File: src/rtl/core/csvfs_pkg.sv
// Shared constants and types for the CSV field splitter.
`timescale 1ns / 1ps
`default_nettype none

package csvfs_pkg;

	localparam int unsigned CharW  = 8;
	localparam int unsigned EndedW = 2;
	localparam int unsigned OutW   = 16;

	localparam logic [CharW-1:0] CH_COMMA = 8'h2C;
	localparam logic [CharW-1:0] CH_QUOTE = 8'h22;

	// One result, before packing onto the output bus
	typedef struct packed {
		logic              has_char;
		logic [CharW-1:0]  char_out;
		logic [EndedW-1:0] fields_ended;
		logic              line_done;
		logic              unterminated;
	} csvfs_res_t;

endpackage

`default_nettype wire

File: src/rtl/core/csv_field_splitter.sv
// Top level of the CSV field splitter: input register, parse logic, result register.
//
// Usage: one byte of a CSV line per request on the s_axis channel; tlast marks
// the final byte of the line. Each accepted byte gives exactly one result on
// m_axis: an optional field character (has_char, char_out), the number of
// fields completed by this byte (0..2), line end on tlast and a flag when the
// line ended inside an open quoted field (the caller should drop that line).
// Quotes open only on an empty field; a doubled quote inside quotes is one
// literal quote, held as pending until the following byte resolves it.
// Each result passes through the input register and then the result register
// before it is offered on m_axis. Throughput: one byte per cycle while the
// receiver takes results, set by the combinational flag update between the
// two registers.
// When the receiver stalls, the result register holds its request and the
// input register still takes one more byte; s_axis_tready falls only when
// both are full. Reset (arst_n low, asynchronous) empties both registers and
// clears the quote and field flags, as at the start of a line; the flags are
// also cleared after every line end.
`timescale 1ns / 1ps
`default_nettype none

module csv_field_splitter
	import csvfs_pkg::*;
(
	input  wire logic            clk,
	input  wire logic            arst_n,
	input  wire logic            s_axis_tvalid,
	output logic                 s_axis_tready,
	input  wire logic [CharW-1:0] s_axis_tdata,  // [7:0] char_in
	input  wire logic            s_axis_tlast,   // last_char
	output logic                 m_axis_tvalid,
	input  wire logic            m_axis_tready,
	output logic [OutW-1:0]      m_axis_tdata,   // [0] has_char, [8:1] char_out,
	                                             // [10:9] fields_ended,
	                                             // [11] unterminated, [15:12] zero
	output logic                 m_axis_tlast    // line_done
);

	// input register
	logic             valid_s1;
	logic [CharW-1:0] char_s1;
	logic             last_s1;

	// result register
	logic       valid_s2;
	csvfs_res_t res_s2;

	// parse state
	logic in_quotes_q;
	logic quote_pending_q;
	logic field_nonempty_q;

	logic       adv;
	csvfs_res_t res_d;
	logic       in_quotes_d;
	logic       quote_pending_d;
	logic       field_nonempty_d;

	assign adv           = valid_s1 && (!valid_s2 || m_axis_tready);
	assign s_axis_tready = !valid_s1 || adv;

	// Flag update for the byte in the input register
	always_comb begin
		logic is_quote;
		logic is_comma;
		logic plain;
		logic [EndedW-1:0] ended;
		is_quote         = (char_s1 == CH_QUOTE);
		is_comma         = (char_s1 == CH_COMMA);
		plain            = 1'b0;
		ended            = '0;
		in_quotes_d      = in_quotes_q;
		quote_pending_d  = 1'b0;
		field_nonempty_d = field_nonempty_q;
		res_d            = '0;

		if (quote_pending_q) begin
			if (is_quote) begin
				// doubled quote: one literal quote, stay quoted
				res_d.has_char   = 1'b1;
				res_d.char_out   = CH_QUOTE;
				field_nonempty_d = 1'b1;
			end else begin
				in_quotes_d = 1'b0;
				plain       = 1'b1;
			end
		end else if (in_quotes_q) begin
			if (is_quote) begin
				if (last_s1)
					in_quotes_d = 1'b0;
				else
					quote_pending_d = 1'b1;
			end else begin
				res_d.has_char   = 1'b1;
				res_d.char_out   = char_s1;
				field_nonempty_d = 1'b1;
			end
		end else begin
			plain = 1'b1;
		end

		if (plain) begin
			if (is_comma) begin
				ended            = 2'd1;
				field_nonempty_d = 1'b0;
			end else if (is_quote && !field_nonempty_q) begin
				in_quotes_d = 1'b1;
			end else begin
				res_d.has_char   = 1'b1;
				res_d.char_out   = char_s1;
				field_nonempty_d = 1'b1;
			end
		end

		if (last_s1) begin
			ended              = ended + 2'd1;
			res_d.unterminated = in_quotes_d;
			in_quotes_d        = 1'b0;
			quote_pending_d    = 1'b0;
			field_nonempty_d   = 1'b0;
		end

		res_d.fields_ended = ended;
		res_d.line_done    = last_s1;
	end

	// control and state
	always_ff @(posedge clk or negedge arst_n) begin
		if (!arst_n) begin
			valid_s1         <= 1'b0;
			valid_s2         <= 1'b0;
			in_quotes_q      <= 1'b0;
			quote_pending_q  <= 1'b0;
			field_nonempty_q <= 1'b0;
		end else begin
			if (s_axis_tready)
				valid_s1 <= s_axis_tvalid;
			if (adv)
				valid_s2 <= 1'b1;
			else if (m_axis_tready)
				valid_s2 <= 1'b0;
			if (adv) begin
				in_quotes_q      <= in_quotes_d;
				quote_pending_q  <= quote_pending_d;
				field_nonempty_q <= field_nonempty_d;
			end
		end
	end

	// payload, no reset
	always_ff @(posedge clk) begin
		if (s_axis_tready && s_axis_tvalid) begin
			char_s1 <= s_axis_tdata;
			last_s1 <= s_axis_tlast;
		end
		if (adv)
			res_s2 <= res_d;
	end

	assign m_axis_tvalid = valid_s2;
	assign m_axis_tlast  = res_s2.line_done;
	assign m_axis_tdata  = {4'b0000, res_s2.unterminated, res_s2.fields_ended,
	                        res_s2.char_out, res_s2.has_char};

`ifndef SYNTHESIS
	// a pending quote only exists inside a quoted section
	a_pend_in_quotes: assert property (@(posedge clk) disable iff (!arst_n)
		quote_pending_q |-> in_quotes_q)
		else $error("quote pending outside quotes");

	// every line end leaves the flags clear for the next line
	a_line_clears: assert property (@(posedge clk) disable iff (!arst_n)
		adv && last_s1 |=> !in_quotes_q && !quote_pending_q && !field_nonempty_q)
		else $error("state not cleared after line end");

	// unterminated only reported with the line end
	a_unterm_at_end: assert property (@(posedge clk) disable iff (!arst_n)
		m_axis_tvalid && !m_axis_tlast |-> !m_axis_tdata[11])
		else $error("unterminated flag without line end");

	// at most two fields end on one byte
	a_ended_range: assert property (@(posedge clk) disable iff (!arst_n)
		m_axis_tvalid |-> m_axis_tdata[10:9] != 2'd3)
		else $error("fields_ended out of range");

	// no character reported means the character bits are zero
	a_char_zero: assert property (@(posedge clk) disable iff (!arst_n)
		m_axis_tvalid && !m_axis_tdata[0] |-> m_axis_tdata[8:1] == 8'h00)
		else $error("char_out set without has_char");
`endif

endmodule

`default_nettype wire
File: config.mk
export PLATFORM = sky130hd
export DESIGN_NAME = csv_field_splitter
export DESIGN_NICKNAME = d
export VERILOG_FILES = /design/src/rtl/core/csvfs_pkg.sv /design/src/rtl/core/csv_field_splitter.sv
export SDC_FILE = /design/constraint.sdc
export NUM_CORES = 1
export LEC_CHECK = 0
export ABC_CLOCK_PERIOD_IN_PS = 4800
export BUFFER_PORTS_ARGS = -buffer_cell sky130_fd_sc_hd__buf_2
export CAP_MARGIN = 20
export CORE_ASPECT_RATIO = 0.7
export CORE_MARGIN = 2
export CORE_UTILIZATION = 30
export DETAILED_ROUTE_END_ITERATION = 12
export GPL_TIMING_DRIVEN = 1
export HOLD_SLACK_MARGIN = 0.03
export SLEW_MARGIN = 5
export SYNTH_ARGS = -nofsm -noshare
export SYNTH_HDL_FRONTEND = slang
export SYNTH_SLANG_ARGS = --single-unit
File: constraint.sdc
create_clock -name clk -period 4.8 [get_ports clk]
set_input_delay 0.96 -clock clk [delete_from_list [all_inputs] [get_ports clk]]
set_output_delay 0.96 -clock clk [all_outputs]
set_load 0.02 [all_outputs]
### After elaboration in Yosys (flattened, before gate mapping)

Cells that the tools add are included.

| storage, ports and cells | value |
|---|---|
| word-level logic and storage cells | 60 |
| flip-flop bits (word level) | 27 |
| bits of input ports | 13 |
| output and inout port bits | 19 |

| operators by class | value |
|---|---|
| reduce and logical (&&, ||, !) cells | 9 |
| muxes and demuxes | 36 |
| eq/ne operators | 2 |
| add/subtract/negate cells | 1 |

Operators with widths:

| cell | number |
|---|---|
| 9-bit 2-to-1 mux | 7 |
| 1-bit 2-to-1 mux | 28 |
| 8-bit by 6-bit == test with 1-bit output (second input constant) | 2 |
| 1-bit logical AND | 3 |
| 1-bit zero test | 3 |
| 2-bit by 1-bit adder with 2-bit output (second input constant) | 1 |
| 1-bit logical OR | 2 |
| 2-bit 2-to-1 mux | 1 |
| 2-bit nonzero test | 1 |

### Depth between registers and ports, before layout

| depth | value |
|---|---|
| word-level depth | 8 |
| mapped depth | 5 |
| mapped depth without buffers | 5 |

### Worst setup path after synthesis

No wires, ideal clock.

| timing | value |
|---|---|
| path type | input-to-output |
| from | input m_axis_tready |
| to | output s_axis_tready |
| path slack | 2602 ps |
| stages | 1 |
| required time | 3840 ps |
| path buffers | 0 |
| arrival time | 1238 ps |
| path through | nand3b_1 |

| between the ends | value |
|---|---|
| longest elaborated chain between the ends | 3 |

Ends and longest elaborated chain:

| what | RTL line | source |
|---|---|---|
| start, declared | csv_field_splitter.sv:32 | `input wire logic m_axis_tready,` |
| 1-bit logical OR | csv_field_splitter.sv:59 | `assign adv = valid_s1 && (!valid_s2 \|\| m_axis_tready);` |
| 1-bit logical AND | csv_field_splitter.sv:59 |  |
| 1-bit logical OR | csv_field_splitter.sv:60 | `assign s_axis_tready = !valid_s1 \|\| adv;` |
| end, declared | csv_field_splitter.sv:28 | `output logic s_axis_tready,` |

No other way between the ends.

### Worst setup path after layout

Same ends and word-level chain as after synthesis.

==> results.sh <==
export IMPL_status="complete, no violations"
export IMPL_fp_dieW_um=77.7
export IMPL_synth_largest_area_cell="edfxtp_1"
export IMPL_synth_compound_area_share_pct=5.71
export IMPL_power_density_nw_per_um2=368
export IMPL_synth_top_family_by_area="simple AND/OR/NAND/NOR gates"
export IMPL_post_route_cell_area_um2=1340
export IMPL_gp_congestion=0.857
export IMPL_leakage_nw=0.519
export IMPL_cp_num_buf_inv=2
export IMPL_ys_types=33
export IMPL_maxCapViolCount=0
export IMPL_ys_warnings_count=0
export IMPL_n_antenna_cell=0
export IMPL_worst_setup_path_start_kind="input pin"
export IMPL_portBuffers=27
export IMPL_grt_pass1_wl_um=3250
export IMPL_num_rows=18
export IMPL_setup_slack_ns=2.43
export IMPL_hold_viol=0
export IMPL_synth_top_area_share_pct=58.0
export IMPL_tightest_slew_ns=0.560
export IMPL_grt_pass1_vias=680
export IMPL_cts_tree="yes"
export IMPL_dr_total_vias=701
export IMPL_setup_viol=0
export IMPL_crit_slowest_cell="buf_2"
export IMPL_max_stage_delay_ns=0.18
export IMPL_preCtsSetupSlack_ns=2.43
export IMPL_synth_top_cells_by_count="edfxtp_1 (22), nand2_1 (6), and2_1 (5), dfrtp_1 (5), buf_4 (4)"
export IMPL_cp_max_fo=3
export IMPL_async_flop_share_pct=18.5
export IMPL_synth_edf_count=22
export IMPL_cp_common_cell="buf_2"
export IMPL_hold_buffers=0
export IMPL_ctsResizeCount=0
export IMPL_muxShareOfSynthArea_pct=0.878
export IMPL_timing_setup_tns_ns=0
export IMPL_root_buffer="clkbuf_8"
export IMPL_netlist_area_um2=1140
export IMPL_fin_cells=154
export IMPL_clkLatencyLatePin_ns=0.28
export IMPL_drc=0
export IMPL_ff_latch_area_um2=786
export IMPL_fin_crit_ns=2.37
export IMPL_worst_setup_path_type="input pin to output port"
export IMPL_core_region_area_um2=3580
export IMPL_synth_fa_ha_area_share_pct=0
export IMPL_worstSetupEndpointType="output port"
export IMPL_ys_flop_type="edfxtp_1"
export IMPL_post_cts_repair_setup_buffers=0
export IMPL_numClockSinks=27
export IMPL_syn2layout_area_growth_pct=17.3
export IMPL_synth_simple_gate_area_share_pct=18.1
export IMPL_dp_cells=150
export IMPL_yosys_top_cells_area="edfxtp_1 (58%), dfrtp_1 (11%), and2_1 (2.7%)"
export IMPL_nets=118
export IMPL_overflow=0
export IMPL_first_pass_iters=4
export IMPL_finalCritPeriodShare_pct=49.4
export IMPL_synth_xor_area_share_pct=0.768
export IMPL_slew_viol_final=0
export IMPL_rsz0062_at_grt="false"
export IMPL_clk_pin_slew_worst_paths_ns=0.09
export IMPL_relSlewSlack_pct=62.6
export IMPL_fin_skew_ns=0.00791
export IMPL_worstPathArrival_ns=1.41
export IMPL_numCtsBuffers=3
export IMPL_die_area_um2=4320
export IMPL_initial_core_util_pct=31.8
export IMPL_peakVddDrop_mv=0.139
export IMPL_drive_gt1_share_pct=33.7
export IMPL_track_usage_pct=9.81
export IMPL_ys_seq_area_share_pct=68.9
export IMPL_io_pins=32
export IMPL_avgSynthCellArea_um2=14.4
export IMPL_path_cells="buf_2, nand3b_1, buf_2"
export IMPL_ctsLongestPathBuffers=2
export IMPL_fillers=368
export IMPL_grt_max_degree=17
export IMPL_yosysMostFrequentCell="edfxtp_1"
export IMPL_antenna_found_initial=0
export IMPL_die_y_um=55.6
export IMPL_required_ns=3.84
export IMPL_drtIter0Drc=35
export IMPL_routedWlPerCell_um=12.8
export IMPL_min_path_type="flip-flop to flip-flop"
export IMPL_viasPerCell=4.55
export IMPL_wl_um=1970
export IMPL_ant_nets=0
export IMPL_postSynthCellCount=79
export IMPL_fmax_ghz=0.422
export IMPL_htree_levels=1
export IMPL_multi_input_area_um2=305
export IMPL_ys_ff_latch=27
export IMPL_place_area_um2=1290
export IMPL_crit_family="buffers and inverters"
## layout by cell type (no fill, tap or decap), types with 3 or more instances in the layout
cell | netlist | routed
and2_1 | 5 | 5
buf_2 | 1 | 27
clkbuf_8 | 0 | 3
conb_1 | 1 | 4
dfrtp_1 | 5 | 5
edfxtp_1 | 22 | 22
nand2_1 | 6 | 6
nand2b_1 | 3 | 3
## flip-flops by register name, summed over array words and instances, names as in the netlist
signal,count
m_axis_tvalid,1
quote_pending_q,1
last_s1,1
m_axis_tlast,1
field_nonempty_q,1
m_axis_tdata,12
valid_s1,1
char_s1,8
in_quotes_q,1
## cells by family (layout without fill, tap and decap cells)
group,Yosys count,in the layout
buf+inv,10,32
xor+xnor,1,1
other cells,1,4
compound gates,10,10
flops,27,27
mux,1,1
simple gates,29,29
## worst reg2reg max path: cells and delay by family, from the launching register on
kind	cells	cell delay (ns)
AOI/OAI and AO/OA	1	0.28
and+or+nand+nor	3	0.87
DFF	1	0.43
## per-layer routing
| layer | vias up | global-route usage, % | routed length, um |
|---|---|---|---|
| met3 | 2 | 4.22 | 180 |
| met4 | 0 | 2.30 | 13 |
| li1 | 327 | - | - |
| met2 | 38 | 14.9 | 922 |
| met1 | 334 | 13.0 | 856 |
| met5 | - | 0 | 0 |
## power by group
part           leakage (nW)  total [mW]  switching, mW  internal [mW]
Sequential            0.268       0.292         0.0155          0.277
Combinational         0.228      0.0707         0.0447         0.0260
Clock                0.0228       0.129         0.0697         0.0596
## cell type report
type                       instances  area share [%]
sequential                        27            58.7
clock buffer                       4            3.37
tap                               50            4.68
multi-input combinational         45            22.8
inverter                           1           0.281
timing repair buffer              27            10.1
## final timing paths
path | slack (ns) | start | to | depth (start not counted)
worst max register to register | 2.99 | char_s1[2]$_DFFE_PP_ | m_axis_tdata[2]$_DFFE_PP_ | 4
max in group asynchronous | 4.19 | arst_n | field_nonempty_q$_DFFE_PN0P_ | 1
worst max-delay path | 2.43 | m_axis_tready | s_axis_tready | 3
worst min-delay path | 0.45 | char_s1[4]$_DFFE_PP_ | m_axis_tdata[5]$_DFFE_PP_ | 0
min in group asynchronous | 0.48 | arst_n | in_quotes_q$_DFFE_PN0P_ | 1
worst min register to register | 0.45 | char_s1[4]$_DFFE_PP_ | m_axis_tdata[5]$_DFFE_PP_ | 0
## per-stage QoR
stage          util (%)  total power [mW]  hold WS [ns]
2_1_floorplan         -             0.347         0.457
3_3_place_gp       36.1             0.365         0.440
3_5_place_dp       36.1             0.369         0.442
4_1_cts            37.4             0.498         0.461
5_1_grt            37.4             0.516         0.472
6_report           37.4             0.492         0.451
Power figures use the tool's default switching activity.
